$ cat config.mk
export PLATFORM = sky130hd
export DESIGN_NAME = pump_watering_controller
export DESIGN_NICKNAME = d
export VERILOG_FILES = /design/src/pwc_pkg.sv /design/src/pwc_div.sv /design/src/pwc_dp.sv /design/src/pwc_ctrl.sv /design/src/pump_watering_controller.sv
export SDC_FILE = /design/constraint.sdc
export NUM_CORES = 1
export LEC_CHECK = 0
export BUFFER_PORTS_ARGS = -buffer_cell sky130_fd_sc_hd__buf_2
export CAP_MARGIN = 20
export CORE_UTILIZATION = 45
export DETAILED_ROUTE_END_ITERATION = 7
export HOLD_SLACK_MARGIN = 0.02
export SLEW_MARGIN = 15
export SYNTH_ARGS = -nofsm -noshare
export SYNTH_HDL_FRONTEND = slang
export SYNTH_SLANG_ARGS = --single-unit
$ cat constraint.sdc
create_clock -name i_clk -period 8.58 [get_ports i_clk]
set_input_delay 1.716 -clock i_clk [delete_from_list [all_inputs] [get_ports i_clk]]
set_output_delay 1.716 -clock i_clk [all_outputs]
set_load 0.02 [all_outputs]
$ cat src/pwc_pkg.sv
// Shared types, codes and constants of the soil-moisture pump controller.
package pwc_pkg;

    // Averaging group size (1..16).
    localparam int AVG_SAMPLES = 10;

    // Field widths
    localparam int REQ_W     = 2;
    localparam int ADC_W     = 12;
    localparam int CMD_W     = 3;
    localparam int EV_W      = 3;
    localparam int PCT_W     = 7;
    localparam int CNT8_W    = 8;
    localparam int SUM_W     = 16;
    localparam int SCNT_W    = 4;
    localparam int IN_DATA_W  = 16;
    localparam int OUT_DATA_W = 32;

    // Config port
    localparam int CFG_ADDR_W = 3;
    localparam int CFG_DATA_W = 12;

    // Divider: dividend up to 4095 * 100, divisor up to 4095
    localparam int DIV_W      = 19;
    localparam int DVS_W      = 12;
    localparam int DIV_STEPS  = DIV_W;
    localparam int DIV_CNT_W  = $clog2(DIV_STEPS);

    // Average by reciprocal: (sum * AVG_RECIP) >> AVG_SH is exact for any 16-bit sum
    localparam int AVG_SH      = SUM_W + $clog2(AVG_SAMPLES);
    localparam int AVG_RECIP_W = SUM_W + 1;
    localparam int AVG_PROD_W  = SUM_W + AVG_RECIP_W;
    localparam logic [AVG_RECIP_W-1:0] AVG_RECIP =
        AVG_RECIP_W'(((64'd1 << AVG_SH) + 64'(AVG_SAMPLES) - 64'd1) / 64'(AVG_SAMPLES));

    localparam int PCT_FULL   = 100;
    localparam int CNT_SAT    = 255;

    // Register reset values
    localparam logic [PCT_W-1:0]  RST_DRY_THR    = 7'd30;
    localparam logic [PCT_W-1:0]  RST_OFF_MARGIN = 7'd5;
    localparam logic [CNT8_W-1:0] RST_MAX_RUN    = 8'd10;
    localparam logic [CNT8_W-1:0] RST_COOL_TICKS = 8'd30;
    localparam logic [ADC_W-1:0]  RST_RAW_DRY    = 12'd2700;
    localparam logic [ADC_W-1:0]  RST_RAW_WET    = 12'd1500;

    // Register indexes
    localparam logic [CFG_ADDR_W-1:0] CFG_DRY_THR    = 3'd0;
    localparam logic [CFG_ADDR_W-1:0] CFG_OFF_MARGIN = 3'd1;
    localparam logic [CFG_ADDR_W-1:0] CFG_MAX_RUN    = 3'd2;
    localparam logic [CFG_ADDR_W-1:0] CFG_COOL_TICKS = 3'd3;
    localparam logic [CFG_ADDR_W-1:0] CFG_RAW_DRY    = 3'd4;
    localparam logic [CFG_ADDR_W-1:0] CFG_RAW_WET    = 3'd5;

    // Request kinds
    localparam logic [REQ_W-1:0] REQ_TICK = 2'd0;
    localparam logic [REQ_W-1:0] REQ_ADC  = 2'd1;
    localparam logic [REQ_W-1:0] REQ_CMD  = 2'd2;

    // Operator commands
    localparam logic [CMD_W-1:0] CMD_HELP       = 3'd0;
    localparam logic [CMD_W-1:0] CMD_STATUS     = 3'd1;
    localparam logic [CMD_W-1:0] CMD_STREAM_ON  = 3'd2;
    localparam logic [CMD_W-1:0] CMD_STREAM_OFF = 3'd3;
    localparam logic [CMD_W-1:0] CMD_AUTO       = 3'd4;
    localparam logic [CMD_W-1:0] CMD_MANUAL     = 3'd5;
    localparam logic [CMD_W-1:0] CMD_ON         = 3'd6;
    localparam logic [CMD_W-1:0] CMD_OFF        = 3'd7;

    // Event codes
    localparam logic [EV_W-1:0] EV_NONE       = 3'd0;
    localparam logic [EV_W-1:0] EV_AUTO_ON    = 3'd1;
    localparam logic [EV_W-1:0] EV_RECOVERED  = 3'd2;
    localparam logic [EV_W-1:0] EV_SAFETY_OFF = 3'd3;
    localparam logic [EV_W-1:0] EV_COOL_DONE  = 3'd4;
    localparam logic [EV_W-1:0] EV_BLOCKED    = 3'd5;
    localparam logic [EV_W-1:0] EV_MANUAL_ON  = 3'd6;
    localparam logic [EV_W-1:0] EV_MANUAL_OFF = 3'd7;

    // Controller -> datapath
    typedef struct packed {
        logic accept;     // take the input item
        logic avg_latch;  // store averaged raw reading
        logic pct_start;  // start scaled diff / range
        logic pct_zero;   // store percent 0 (bad calibration or too dry)
        logic pct_latch;  // store clamped percent
        logic commit;     // update state and load the result item
    } t_dp_cmd;

    // Datapath -> controller
    typedef struct packed {
        logic need_avg;   // incoming conversion closes a group
        logic div_done;
        logic pct_zero;
        logic out_free;
    } t_dp_sts;

endpackage

$ cat src/pwc_div.sv
// Restoring divider, one quotient bit per cycle.
module pwc_div import pwc_pkg::*; (
    input  logic             i_clk,
    input  logic             i_rst_n,
    input  logic             i_start,
    input  logic [DIV_W-1:0] i_dividend,
    input  logic [DVS_W-1:0] i_divisor,
    output logic             o_done,
    output logic [DIV_W-1:0] o_quotient
);

    logic                 r_busy;
    logic                 r_done;
    logic [DIV_CNT_W-1:0] r_cnt;
    logic [DVS_W:0]       r_rem;
    logic [DIV_W-1:0]     r_quo;
    logic [DVS_W-1:0]     r_dvs;

    logic [DVS_W:0] w_rem_sh;
    logic           w_ge;

    assign w_rem_sh = {r_rem[DVS_W-1:0], r_quo[DIV_W-1]};
    assign w_ge     = (w_rem_sh >= {1'b0, r_dvs});

    always_ff @(posedge i_clk) begin
        if (!i_rst_n) begin
            r_busy <= 1'b0;
            r_done <= 1'b0;
            r_cnt  <= '0;
        end else begin
            r_done <= 1'b0;
            if (i_start) begin
                r_busy <= 1'b1;
                r_cnt  <= '0;
            end else if (r_busy) begin
                if (r_cnt == DIV_CNT_W'(DIV_STEPS - 1)) begin
                    r_busy <= 1'b0;
                    r_done <= 1'b1;
                end
                r_cnt <= r_cnt + 1'b1;
            end
        end
    end

    // Dividend shifts out of the top of r_quo as quotient bits enter below.
    always_ff @(posedge i_clk) begin
        if (i_start) begin
            r_rem <= '0;
            r_quo <= i_dividend;
            r_dvs <= i_divisor;
        end else if (r_busy) begin
            r_rem <= w_ge ? (w_rem_sh - {1'b0, r_dvs}) : w_rem_sh;
            r_quo <= {r_quo[DIV_W-2:0], w_ge};
        end
    end

    assign o_done     = r_done;
    assign o_quotient = r_quo;

endmodule

$ cat src/pwc_dp.sv
// Datapath: config registers, controller state, averaging, scaling and result register.
module pwc_dp import pwc_pkg::*; (
    input  logic                  i_clk,
    input  logic                  i_rst_n,
    input  logic                  i_cfg_we,
    input  logic [CFG_ADDR_W-1:0] i_cfg_addr,
    input  logic [CFG_DATA_W-1:0] i_cfg_wdata,
    input  logic [IN_DATA_W-1:0]  i_in_data,
    input  logic [REQ_W-1:0]      i_in_user,
    input  t_dp_cmd               i_cmd,
    output t_dp_sts               o_sts,
    output logic                  o_out_valid,
    input  logic                  i_out_ready,
    output logic [OUT_DATA_W-1:0] o_out_data
);

    // Config
    logic [PCT_W-1:0]  r_dry_thr;
    logic [PCT_W-1:0]  r_off_margin;
    logic [CNT8_W-1:0] r_max_run;
    logic [CNT8_W-1:0] r_cool_ticks;
    logic [ADC_W-1:0]  r_raw_dry;
    logic [ADC_W-1:0]  r_raw_wet;

    // Latched item
    logic [REQ_W-1:0] r_req;
    logic [CMD_W-1:0] r_cmd;
    logic             r_grp_done;

    // Controller state
    logic              r_pump, r_cool, r_auto, r_stream;
    logic [CNT8_W-1:0] r_run_cnt, r_cool_cnt;
    logic [SUM_W-1:0]  r_sum;
    logic [SCNT_W-1:0] r_cnt;
    logic [ADC_W-1:0]  r_latest_raw;
    logic [PCT_W-1:0]  r_latest_pct;

    logic                  r_out_valid;
    logic [OUT_DATA_W-1:0] r_out_data;

    // Input fields
    logic [ADC_W-1:0] w_adc;
    logic [CMD_W-1:0] w_cmd_code;
    assign w_adc      = i_in_data[ADC_W-1:0];
    assign w_cmd_code = i_in_data[ADC_W +: CMD_W];

    logic [SUM_W-1:0]  w_sum_next;
    logic [SCNT_W:0]   w_cnt_next;
    logic              w_grp_done;
    assign w_sum_next = r_sum + SUM_W'(w_adc);
    assign w_cnt_next = {1'b0, r_cnt} + 1'b1;
    assign w_grp_done = (i_in_user == REQ_ADC) && (w_cnt_next >= (SCNT_W+1)'(AVG_SAMPLES));

    // Group average: reciprocal multiply, low 12 bits of the quotient kept
    logic [AVG_PROD_W-1:0] w_avg_prod;
    logic [ADC_W-1:0]      w_avg;
    assign w_avg_prod = AVG_PROD_W'(r_sum) * AVG_PROD_W'(AVG_RECIP);
    assign w_avg      = w_avg_prod[AVG_SH +: ADC_W];

    // Divider and percent scaling
    logic             w_div_start;
    logic [DIV_W-1:0] w_dividend;
    logic [DVS_W-1:0] w_divisor;
    logic             w_div_done;
    logic [DIV_W-1:0] w_quo;
    logic [ADC_W-1:0] w_diff;
    logic [DIV_W-1:0] w_prod;
    logic             w_pct_zero;

    assign w_diff     = r_raw_dry - r_latest_raw;
    assign w_prod     = DIV_W'(w_diff) * DIV_W'(PCT_FULL);
    assign w_pct_zero = (r_raw_dry <= r_raw_wet) || (r_latest_raw >= r_raw_dry);

    assign w_div_start = i_cmd.pct_start;
    assign w_dividend  = w_prod;
    assign w_divisor   = r_raw_dry - r_raw_wet;

    pwc_div u_div (
        .i_clk      (i_clk),
        .i_rst_n    (i_rst_n),
        .i_start    (w_div_start),
        .i_dividend (w_dividend),
        .i_divisor  (w_divisor),
        .o_done     (w_div_done),
        .o_quotient (w_quo)
    );

    logic [PCT_W-1:0] w_pct_clamped;
    assign w_pct_clamped = (w_quo > DIV_W'(PCT_FULL)) ? PCT_W'(PCT_FULL) : w_quo[PCT_W-1:0];

    // Item update, evaluated in model order
    logic              n_pump, n_cool, n_auto, n_stream;
    logic [CNT8_W-1:0] n_run_cnt, n_cool_cnt;
    logic [EV_W-1:0]   n_event;
    logic              n_report;
    logic [PCT_W:0]    w_off_level;

    assign w_off_level = {1'b0, r_dry_thr} + {1'b0, r_off_margin};

    always_comb begin
        n_pump     = r_pump;
        n_cool     = r_cool;
        n_auto     = r_auto;
        n_stream   = r_stream;
        n_run_cnt  = r_run_cnt;
        n_cool_cnt = r_cool_cnt;
        n_event    = EV_NONE;
        n_report   = 1'b0;
        case (r_req)
            REQ_TICK: begin
                if (n_pump) begin
                    if (n_run_cnt != CNT8_W'(CNT_SAT)) begin
                        n_run_cnt = n_run_cnt + 1'b1;
                    end
                    if (n_run_cnt >= r_max_run) begin
                        n_pump     = 1'b0;
                        n_run_cnt  = '0;
                        n_cool     = 1'b1;
                        n_cool_cnt = '0;
                        n_event    = EV_SAFETY_OFF;
                    end
                end
                // A safety stop above feeds straight into this cooldown step.
                if (n_cool) begin
                    if (n_cool_cnt != CNT8_W'(CNT_SAT)) begin
                        n_cool_cnt = n_cool_cnt + 1'b1;
                    end
                    if (n_cool_cnt >= r_cool_ticks) begin
                        n_cool     = 1'b0;
                        n_cool_cnt = '0;
                        if (n_event == EV_NONE) begin
                            n_event = EV_COOL_DONE;
                        end
                    end
                end
            end
            REQ_ADC: begin
                if (r_grp_done) begin
                    if (n_auto && !n_pump && !n_cool && (r_latest_pct < r_dry_thr)) begin
                        n_pump    = 1'b1;
                        n_run_cnt = '0;
                        n_event   = EV_AUTO_ON;
                    end
                    if (n_pump && ({1'b0, r_latest_pct} >= w_off_level)) begin
                        n_pump     = 1'b0;
                        n_run_cnt  = '0;
                        n_cool     = 1'b1;
                        n_cool_cnt = '0;
                        n_event    = EV_RECOVERED;
                    end
                    n_report = r_stream;
                end
            end
            REQ_CMD: begin
                case (r_cmd)
                    CMD_HELP:       n_report = 1'b0;
                    CMD_STATUS:     n_report = 1'b1;
                    CMD_STREAM_ON:  n_stream = 1'b1;
                    CMD_STREAM_OFF: n_stream = 1'b0;
                    CMD_AUTO: begin
                        n_auto   = 1'b1;
                        n_report = 1'b1;
                    end
                    CMD_MANUAL: begin
                        n_auto    = 1'b0;
                        n_pump    = 1'b0;
                        n_run_cnt = '0;
                        n_report  = 1'b1;
                    end
                    CMD_ON: begin
                        n_auto = 1'b0;
                        if (n_cool) begin
                            n_event = EV_BLOCKED;
                        end else begin
                            n_pump    = 1'b1;
                            n_run_cnt = '0;
                            n_event   = EV_MANUAL_ON;
                            n_report  = 1'b1;
                        end
                    end
                    CMD_OFF: begin
                        n_pump    = 1'b0;
                        n_run_cnt = '0;
                        n_event   = EV_MANUAL_OFF;
                        n_report  = 1'b1;
                    end
                    default: n_report = 1'b0;
                endcase
            end
            default: n_report = 1'b0;
        endcase
    end

    // Config writes
    always_ff @(posedge i_clk) begin
        if (!i_rst_n) begin
            r_dry_thr    <= RST_DRY_THR;
            r_off_margin <= RST_OFF_MARGIN;
            r_max_run    <= RST_MAX_RUN;
            r_cool_ticks <= RST_COOL_TICKS;
            r_raw_dry    <= RST_RAW_DRY;
            r_raw_wet    <= RST_RAW_WET;
        end else if (i_cfg_we) begin
            case (i_cfg_addr)
                CFG_DRY_THR:    r_dry_thr    <= i_cfg_wdata[PCT_W-1:0];
                CFG_OFF_MARGIN: r_off_margin <= i_cfg_wdata[PCT_W-1:0];
                CFG_MAX_RUN:    r_max_run    <= i_cfg_wdata[CNT8_W-1:0];
                CFG_COOL_TICKS: r_cool_ticks <= i_cfg_wdata[CNT8_W-1:0];
                CFG_RAW_DRY:    r_raw_dry    <= i_cfg_wdata[ADC_W-1:0];
                CFG_RAW_WET:    r_raw_wet    <= i_cfg_wdata[ADC_W-1:0];
                default: ;
            endcase
        end
    end

    // Item latch
    always_ff @(posedge i_clk) begin
        if (i_cmd.accept) begin
            r_req      <= i_in_user;
            r_cmd      <= w_cmd_code;
            r_grp_done <= w_grp_done;
        end
    end

    // State
    always_ff @(posedge i_clk) begin
        if (!i_rst_n) begin
            r_pump       <= 1'b0;
            r_cool       <= 1'b0;
            r_auto       <= 1'b0;
            r_stream     <= 1'b0;
            r_run_cnt    <= '0;
            r_cool_cnt   <= '0;
            r_sum        <= '0;
            r_cnt        <= '0;
            r_latest_raw <= '0;
            r_latest_pct <= '0;
        end else begin
            if (i_cmd.accept && (i_in_user == REQ_ADC)) begin
                r_sum <= w_sum_next;
                r_cnt <= w_grp_done ? '0 : w_cnt_next[SCNT_W-1:0];
            end
            if (i_cmd.avg_latch) begin
                r_latest_raw <= w_avg;
                r_sum        <= '0;
            end
            if (i_cmd.pct_zero) begin
                r_latest_pct <= '0;
            end
            if (i_cmd.pct_latch) begin
                r_latest_pct <= w_pct_clamped;
            end
            if (i_cmd.commit) begin
                r_pump     <= n_pump;
                r_cool     <= n_cool;
                r_auto     <= n_auto;
                r_stream   <= n_stream;
                r_run_cnt  <= n_run_cnt;
                r_cool_cnt <= n_cool_cnt;
            end
        end
    end

    // Result register
    always_ff @(posedge i_clk) begin
        if (!i_rst_n) begin
            r_out_valid <= 1'b0;
        end else if (i_cmd.commit) begin
            r_out_valid <= 1'b1;
        end else if (i_out_ready) begin
            r_out_valid <= 1'b0;
        end
    end

    always_ff @(posedge i_clk) begin
        if (i_cmd.commit) begin
            r_out_data <= {6'b0, n_report, r_latest_pct, r_latest_raw, n_event,
                           n_cool, n_auto, n_pump};
        end
    end

    assign o_out_valid = r_out_valid;
    assign o_out_data  = r_out_data;

    assign o_sts.need_avg = w_grp_done;
    assign o_sts.div_done = w_div_done;
    assign o_sts.pct_zero = w_pct_zero;
    assign o_sts.out_free = !r_out_valid || i_out_ready;

endmodule

$ cat src/pwc_ctrl.sv
// Controller state machine: sequences accept, averaging, scaling and commit.
module pwc_ctrl import pwc_pkg::*; (
    input  logic    i_clk,
    input  logic    i_rst_n,
    input  logic    i_in_valid,
    output logic    o_in_ready,
    input  t_dp_sts i_sts,
    output t_dp_cmd o_cmd
);

    typedef enum logic [4:0] {
        S_IDLE     = 5'b00001,
        S_AVG      = 5'b00010,
        S_SCALE    = 5'b00100,
        S_PCT_WAIT = 5'b01000,
        S_DONE     = 5'b10000
    } t_state;

    t_state r_state, n_state;

    always_comb begin
        n_state = r_state;
        o_cmd   = '0;
        case (r_state)
            S_IDLE: begin
                if (i_in_valid) begin
                    o_cmd.accept = 1'b1;
                    n_state      = i_sts.need_avg ? S_AVG : S_DONE;
                end
            end
            S_AVG: begin
                o_cmd.avg_latch = 1'b1;
                n_state         = S_SCALE;
            end
            S_SCALE: begin
                if (i_sts.pct_zero) begin
                    o_cmd.pct_zero = 1'b1;
                    n_state        = S_DONE;
                end else begin
                    o_cmd.pct_start = 1'b1;
                    n_state         = S_PCT_WAIT;
                end
            end
            S_PCT_WAIT: begin
                if (i_sts.div_done) begin
                    o_cmd.pct_latch = 1'b1;
                    n_state         = S_DONE;
                end
            end
            S_DONE: begin
                if (i_sts.out_free) begin
                    o_cmd.commit = 1'b1;
                    n_state      = S_IDLE;
                end
            end
            default: n_state = S_IDLE;
        endcase
    end

    always_ff @(posedge i_clk) begin
        if (!i_rst_n) begin
            r_state <= S_IDLE;
        end else begin
            r_state <= n_state;
        end
    end

    assign o_in_ready = (r_state == S_IDLE);

endmodule

$ cat src/pump_watering_controller.sv
// Top level of the soil-moisture pump controller.
//
//  channel   dir  signals                       contents
//  --------  ---  ----------------------------  ---------------------------------
//  s_axis    in   tvalid/tready/tdata/tuser     request item (tick, ADC, command)
//  m_axis    out  tvalid/tready/tdata           one result item per request
//  cfg       in   i_cfg_we/i_cfg_addr/i_cfg_wdata  calibration and limit registers
//
// Ticks, commands and partial conversions go through accept and commit. A
// conversion that closes an averaging group also passes S_AVG, S_SCALE and
// S_PCT_WAIT: the average is a reciprocal multiply, then the 19-step restoring
// divider forms the percentage; the divider is skipped when the percent is forced 0.
// One item is in flight at a time; the result register lets a finished item wait
// on m_axis_tready while the next item is accepted.
// Reset (synchronous, active low) clears all control state and loads the
// register defaults; no clearing pass is needed.
module pump_watering_controller import pwc_pkg::*; (
    input  logic                  i_clk,
    input  logic                  i_rst_n,
    // Config
    input  logic                  i_cfg_we,
    input  logic [CFG_ADDR_W-1:0] i_cfg_addr,
    input  logic [CFG_DATA_W-1:0] i_cfg_wdata,
    // Request items
    input  logic                  s_axis_tvalid,
    output logic                  s_axis_tready,
    // [11:0] adc_value, [14:12] cmd_code, [15] zero
    input  logic [IN_DATA_W-1:0]  s_axis_tdata,
    // [1:0] req_type
    input  logic [REQ_W-1:0]      s_axis_tuser,
    // Result items
    output logic                  m_axis_tvalid,
    input  logic                  m_axis_tready,
    // [0] pump_on, [1] auto_enabled, [2] in_cooldown, [5:3] event_res,
    // [17:6] average_raw, [24:18] moisture_percent, [25] report, [31:26] zero
    output logic [OUT_DATA_W-1:0] m_axis_tdata
);

    t_dp_cmd w_cmd;
    t_dp_sts w_sts;

    pwc_ctrl u_ctrl (
        .i_clk      (i_clk),
        .i_rst_n    (i_rst_n),
        .i_in_valid (s_axis_tvalid),
        .o_in_ready (s_axis_tready),
        .i_sts      (w_sts),
        .o_cmd      (w_cmd)
    );

    pwc_dp u_dp (
        .i_clk       (i_clk),
        .i_rst_n     (i_rst_n),
        .i_cfg_we    (i_cfg_we),
        .i_cfg_addr  (i_cfg_addr),
        .i_cfg_wdata (i_cfg_wdata),
        .i_in_data   (s_axis_tdata),
        .i_in_user   (s_axis_tuser),
        .i_cmd       (w_cmd),
        .o_sts       (w_sts),
        .o_out_valid (m_axis_tvalid),
        .i_out_ready (m_axis_tready),
        .o_out_data  (m_axis_tdata)
    );

endmodule

==> flow_summary_export.csv, run 1 <==
group,metric,value,unit
outcome,status,"complete, no violations",
placement,finalWeightedCongestion,0.860,
logic_synthesis,yosys.cell_types.count,80,
floorplan,floorplan.initialDensity,0.458,
sta,worstMarginPinSlew,994,ps
logic_synthesis,number_of_flops_mapped_to_enable_cells_by_yosys,61,
routing,average_wire_length_per_cell_after_detail_routing,15.8,um
cells_and_area,syn2layout_area_growth,9.45,%
logic_synthesis,syn_avg_cell_area,8.99,sq um
cells_and_area,final_net_count,2300,
hold_path,holdCritPathClass,"reg -> reg",
clocking,postCtsResizedCells,0,
grt,grt_pass1_vias,12600,
power_and_ir_drop,total_power,3.03,mW
floorplan,io_pins,72,
power_and_ir_drop,worst_ir_drop_vdd,0.113,mV
logic_synthesis,ys.flop_type,"dfxtp_1",
clocking,clkLatencyLatePin,520,ps
clocking,post_cts_hold_buffer_count,0,
setup_path,worst_setup_start_kind,"flip-flop",
logic_synthesis,post_synth_instance_area,16800,sq um
sta,final.setup.tns,0,ps
logic_synthesis,postSynthCellCount,1864,
setup_path,critPathCaptureType,"flip-flop",
clocking,tritoncts_num_sinks,201,
clocking,htreeDepth,1,
routing,detailroute.via_count,12700,
power_and_ir_drop,power.share.combinational,0.287,
sta,maxSlewHeadroom,0.337,
grt,grt_start_max_net_pins,102,
cells_and_area,stdcell_area,18300,sq um
sta,final_hold_viol_count,0,
sta,period_needed,6360,ps
routing,detail-route-antenna-nets,0,
placement,instance_area_after_placement,17500,sq um
clocking,root_buffer,"clkbuf_16",
logic_synthesis,synth_largest_type_area_fraction,0.193,
routing,remaining_drc_errors,0,
cells_and_area,layout-drive-gt1-share,0.0690,
cells_and_area,mostFrequentLayoutCell,"inv_1",
power_and_ir_drop,power_switching_share,0.321,
floorplan,die_height,195,um
clocking,cts-root-to-sink-buffers,3,
setup_path,slowest_delay,660,ps
logic_synthesis,yosys_warnings,0,
logic_synthesis,asyncSetResetFlopFracSynth,0,
grt,grt.overflow.total,0,
grt,grt_first_pass_wirelength,63000,um
sta,slew_limit_fails,0,
placement,place.port_buffers,64,
grt,global_route.usage.total,0.203,
setup_path,critPathRequiredTime,9040,ps
grt,grt_antenna_before_repair,0,
routing,post_drt_via_cell_ratio,5.31,
setup_path,worstPathArrival,6810,ps
floorplan,num_rows,70,
sta,finalHoldWorstSlack,434,ps
power_and_ir_drop,clock_power_share,0.350,
sta,min_period_over_period,0.741,
sta,rsz_0062_raised_after_global_routing,"false",
clocking,cts_post_setup_buffers_inserted,0,
sta,maxClockFrequency,157,MHz
logic_synthesis,fraction_of_the_yosys_area_taken_by_sequential_cells,0.277,
clocking,cts_tree,"done",
routing,firstDrtPassIters,5,
routing,detailedRoute.firstIterationViolations,537,
logic_synthesis,synth_area_leaders,"ha_1, dfxtp_1, fa_1, edfxtp_1, inv_1",
power_and_ir_drop,power.density,165,nW/um^2
setup_path,crit_path_slowest_cell,"a211oi_4",
flow_run,timing.max_cap.violations,0,
logic_synthesis,post-synth-top-area-cell,"ha_1",
power_and_ir_drop,p_sw,0.971,mW
setup_path,critPathMaxFanout,18,
power_and_ir_drop,seq_power_share,0.363,
clocking,numCtsBuffers,24,
clocking,clkSlewWorstSetupHoldPaths,60,ps
floorplan,core-area,36600,sq um
sta,timing.final.setup_violations,0,
logic_synthesis,synth.ff_latch_count,201,
power_and_ir_drop,cellInternalPower,2.06,mW
power_and_ir_drop,p_leak,8.72,nW
setup_path,critPathKind,"reg -> reg",
cells_and_area,most-common-layout-cells,"inv_1, ha_1, nand2_1",
placement,place.detailed.hpwl,29900,um
floorplan,die_area,38000,sq um
floorplan,die_w,195,um
sta,fin_worst_skew,15.2,ps
routing,wirelength,37800,um
## power groups by stage
stage	sequential [mW]	combinational, mW	clock, mW
after floorplan	1.10	0.670	0
after global placement	1.12	0.850	0
after detailed placement	1.12	0.863	0
after CTS	1.10	0.876	1.09
after global routing	1.11	1.00	1.12
final	1.10	0.869	1.06
## worst paths after layout
kind,from,to,slack (ps),cells past startpoint
worst max register to register,u_dp.r_run_cnt[0],u_dp.r_cool_cnt[5],2220,28
worst min-delay path,u_dp.r_latest_raw[9],u_dp.o_out_data[15],430,0
worst max-delay path,u_dp.r_run_cnt[0],u_dp.r_cool_cnt[5],2220,28
worst min register to register,u_dp.r_latest_raw[9],u_dp.o_out_data[15],430,0
## cell usage after synthesis, types with 9 or more instances
library cell and n:
nand2_1 196, or3_1 10, o211ai_1 27, nor3_1 29
o22ai_1 9, xnor2_1 41, and2_1 9, ha_1 259
nand4_1 22, o21a_1 9, xor2_1 38, nand3_1 63
edfxtp_1 61, mux2i_1 9, nor2_1 93, clkbuf_1 33
nand2b_1 15, nor2b_1 30, a21oi_1 96, dfxtp_1 140
a31oi_1 16, inv_1 267, a21o_1 23, fa_1 93
o21bai_1 9, a21boi_0 37, o21ai_0 85
## per-stage QoR
step	util	worst slack (ps)	instances
finish	0.501	2220	2396
global route	0.501	1720	2395
CTS	0.500	2240	2394
detailed placement	0.477	2270	2351
global placement	0.477	2340	2351
floorplan	-	3230	1869
## sequential cells by signal (all words and copies together), names as in the netlist, 2 cells and up
name and cells:
u_ctrl.r_state 5, u_dp.o_out_data 26, u_dp.r_cmd 3, u_dp.r_cnt 4, u_dp.r_cool_cnt 8, u_dp.r_cool_ticks 8
u_dp.r_dry_thr 7, u_dp.r_latest_pct 7, u_dp.r_latest_raw 12, u_dp.r_max_run 8, u_dp.r_off_margin 7, u_dp.r_raw_dry 12
u_dp.r_raw_wet 12, u_dp.r_req 2, u_dp.r_run_cnt 8, u_dp.r_sum 16, u_dp.u_div.o_quotient 19, u_dp.u_div.r_cnt 5
u_dp.u_div.r_dvs 12, u_dp.u_div.r_rem 12
## per-layer routing
metal	global-route usage	part of all wire
met5	0	0
met4	0.0685	0.030
met3	0.0250	0.035
met2	0.355	0.49
met1	0.257	0.45
## area by class of cell
type                       instances  area, sq um
clock buffer                      35          739
antenna                            1         2.50
timing repair buffer              69          378
fill                            3448        18300
tap                              468          586
multi-input combinational       1347        10900
inverter                         267         1000
clock inverter                     8         95.1
sequential                       201         4630
## worst max-delay path, delay by kind of cell, from the launching register on
family	cells	cell delay [ps]
AOI/OAI and AO/OA	10	2190
and+or+nand+nor	11	2040
adders and majority gates	4	1150
DFF	1	420
xor gates and xnor gates	2	390
buffers and inverters	1	80
## logic make-up (layout without fill, tap and decap cells)
| logic type | Yosys count | after routing | synth area share |
|---|---|---|---|
| compound gates | 378 | 378 | 0.147 |
| buf+inv | 321 | 379 | 0.0744 |
| simple gates | 521 | 521 | 0.149 |
| other cells | 1 | 7 | 0.000224 |
| mux | 11 | 11 | 0.00672 |
| xor+xnor | 79 | 79 | 0.0413 |
| fa+ha+maj | 352 | 352 | 0.305 |
| flops | 201 | 201 | 0.277 |
No activity file was read; power rests on OpenSTA's default activity.
==> inputs of run 2 (changes only) <==
==> constraint.sdc (replaced) <==
create_clock -name i_clk -period 5.25 [get_ports i_clk]
set_input_delay 1.05 -clock i_clk [delete_from_list [all_inputs] [get_ports i_clk]]
set_output_delay 1.05 -clock i_clk [all_outputs]
set_load 0.02 [all_outputs]
==> run 2 against run 1 <==
Effect of this change: register-to-register slack worse by 2100 ps; first-iteration DRC count decreased by 7.4%; clock power rose by 72%; global-route usage rose by 1.5 points; maximum frequency is 23% higher; worst hold slack improved by 3.8 ps; combinational power rose by 80%; setup slack got worse by 2100 ps; via count grew 3.5%; cell count is 4.2% higher; sequential power grew 63%; highest routed layer is now met5.
==> flow_summary_export.csv, run 2 (synthesized netlist as in run 1, its figures left out) <==
group,metric,value,unit
outcome,status,"complete, no violations",
floorplan,core-area,36600,sq um
sta,final_hold_viol_count,0,
grt,grt_antenna_before_repair,1,
routing,average_wire_length_per_cell_after_detail_routing,16.3,um
setup_path,critPathRequiredTime,5640,ps
power_and_ir_drop,total_power,5.17,mW
sta,min_period_over_period,0.984,
placement,numPlacedInstances,2437,
sta,fin_worst_skew,29.7,ps
clocking,clkLatencyLatePin,540,ps
power_and_ir_drop,clock_power_share,0.353,
floorplan,die_height,195,um
cells_and_area,layout-drive-gt1-share,0.150,
setup_path,worst-r2r-cell-count,18,
power_and_ir_drop,cellInternalPower,3.50,mW
hold_path,min_delay_path_depth,0,
setup_path,critical_path.reg2reg.startpoint,"u_dp.r_sum[6]",
power_and_ir_drop,p_sw,1.67,mW
flow_run,timing.max_cap.violations,0,
sta,finalWorstSetupSlack,81.9,ps
placement,dp_worst_setup_slack,-432,ps
power_and_ir_drop,power.density,265,nW/um^2
clocking,clkSlewWorstSetupHoldPaths,50,ps
sta,maxSlewHeadroom,0.375,
clocking,htreeDepth,1,
floorplan,num_rows,70,
floorplan,floorplan.initialDensity,0.458,
routing,firstDrtPassIters,5,
clocking,numCtsBuffers,25,
grt,grt_pass1_vias,13200,
setup_path,worstReg2RegEnd,"u_dp.r_latest_raw[10]",
cells_and_area,syn2layout_area_growth,16.6,%
setup_path,critPathCaptureType,"flip-flop",
setup_path,worstPathArrival,5550,ps
sta,worstMarginPinSlew,934,ps
cells_and_area,mostFrequentLayoutCell,"inv_1",
power_and_ir_drop,power_switching_share,0.323,
grt,grt.overflow.total,0,
sta,period_needed,5170,ps
floorplan,die_w,195,um
power_and_ir_drop,p_leak,9.29,nW
cells_and_area,final_net_count,2399,
placement,place.port_buffers,64,
placement,place.detailed.hpwl,32400,um
clocking,tritoncts_num_sinks,201,
setup_path,critPathKind,"reg -> reg",
sta,maxClockFrequency,193,MHz
clocking,cts-root-to-sink-buffers,3,
setup_path,crit_path_slowest_cell,"fa_1",
placement,finalWeightedCongestion,0.902,
cells_and_area,most-common-layout-cells,"inv_1, ha_1, nand2_1",
routing,post_drt_via_cell_ratio,5.28,
sta,rsz_0062_raised_after_global_routing,"true",
grt,grt_first_pass_wirelength,67100,um
hold_path,holdCritPathClass,"reg -> reg",
cells_and_area,num_antenna_cells,0,
cells_and_area,fill_cells,3397,
floorplan,io_pins,72,
power_and_ir_drop,seq_power_share,0.346,
cells_and_area,fin_cells,2496,
sta,slew_limit_fails,0,
floorplan,die_area,38000,sq um
hold_path,hp-start,"u_dp.r_latest_raw[10]",
clocking,root_buffer,"clkbuf_16",
power_and_ir_drop,worst_ir_drop_vdd,0.210,mV
routing,detail-route-antenna-nets,0,
hold_path,worst_hold_path.endpoint,"u_dp.o_out_data[16]",
grt,global_route.usage.total,0.218,
routing,detailedRoute.firstIterationViolations,497,
cells_and_area,flip_flop_count_of_the_largest_register_all_copies_and_words_added,26,
setup_path,crit_top_cell,"fa_1",
clocking,cts_tree,"done",
routing,detailroute.via_count,13200,
setup_path,slowest_delay,550,ps
setup_path,worstPathCellList,"ha_4 -> inv_2 -> fa_1 -> fa_1 -> inv_2 -> fa_1 -> fa_1 -> fa_1 -> ha_4 -> a211oi_4 -> nand2_2 -> a211oi_4 -> a31oi_4 -> nand4_1 -> a31oi_2 -> a21oi_2 -> xor2_1 -> o22ai_1",
setup_path,regToRegSetupSlack,80,ps
routing,remaining_drc_errors,0,
setup_path,critPathMaxFanout,3,
sta,timing.final.setup_violations,0,
grt,grt_start_max_net_pins,58,
routing,wirelength,40700,um
power_and_ir_drop,power.share.combinational,0.301,
setup_path,worst_setup_start_kind,"flip-flop",
run 2: cell types whose count changed in the layout (fill, tap and decap cells not counted), moves of 11 or more:
cell     change
ha_4        +11
dfxtp_2     +12
dfxtp_1     -14
ha_1        -13
buf_4       +94
run 2: worst max-delay path, delay by kind of cell, from the launching register on:
kind / cells / cell delay (ps)
xor gates and xnor gates: 1 / 160
AOI/OAI and AO/OA: 6 / 1120
adders and majority gates: 7 / 3020
DFF: 1 / 360
and+or+nand+nor: 2 / 260
buffers and inverters: 2 / 90
run 2: layout make-up:
cell class              count  area (sq um)  area share
multi-input cells        1347         11300       0.578
flip-flops and latches    201          4660       0.238
repair buffers            167          1110      0.0568
inverters                 267          1000      0.0513
clock buffers              36           748      0.0383
well taps                 468           586      0.0300
clock inverters            10           133     0.00679
run 2: through the flow:
stage | setup TNS [ps] | cell area, sq um | utilization | hold WS, ps
2_1_floorplan | -21.7 | 16800 | - | 408
3_3_place_gp | -2420 | 18100 | 0.495 | 421
3_5_place_dp | -3930 | 18100 | 0.495 | 422
4_1_cts | 0 | 19100 | 0.523 | 434
5_1_grt | -926 | 19500 | 0.533 | 446
6_report | 0 | 19500 | 0.533 | 438
run 2: how the worst max path moves through the flow:
stage                            startpoint                    end  cells past startpoint
final                         u_dp.r_sum[6]  u_dp.r_latest_raw[10]                     18
after global routing      u_dp.r_run_cnt[1]     u_dp.r_cool_cnt[5]                     28
after CTS                     u_dp.r_sum[5]  u_dp.r_latest_raw[10]                     18
after detailed placement      u_dp.r_sum[2]  u_dp.r_latest_raw[11]                     18
after global placement        u_dp.r_sum[2]  u_dp.r_latest_raw[10]                     18
after floorplan               u_dp.r_sum[1]   u_dp.r_latest_raw[5]                     18
run 2: metal layers:
| layer | track usage | share of wire |
|---|---|---|
| met1 | 0.278 | 0.45 |
| met2 | 0.387 | 0.50 |
| met3 | 0.0203 | 0.028 |
| met4 | 0.0671 | 0.025 |
| met5 | 0 | 0.00042 |
run 2: power groups by stage:
stage | logic, mW | clock network (mW) | registers [mW]
floorplan | 1.09 | 0 | 1.80
global placement | 1.47 | 0 | 1.81
detailed placement | 1.50 | 0 | 1.81
CTS | 1.52 | 1.86 | 1.78
global route | 1.78 | 1.92 | 1.80
finish | 1.56 | 1.82 | 1.79
run 2: timing repair:
| action | 4_1_cts | 5_1_grt |
|---|---|---|
| pin swaps | 25 | 49 |
| hold buffers | 0 | 0 |
| setup endpoints to repair | 13 | 25 |
| buffers inserted | 1 | 11 |
| gates resized for setup | 26 | 72 |
| gates cloned | 0 | 0 |
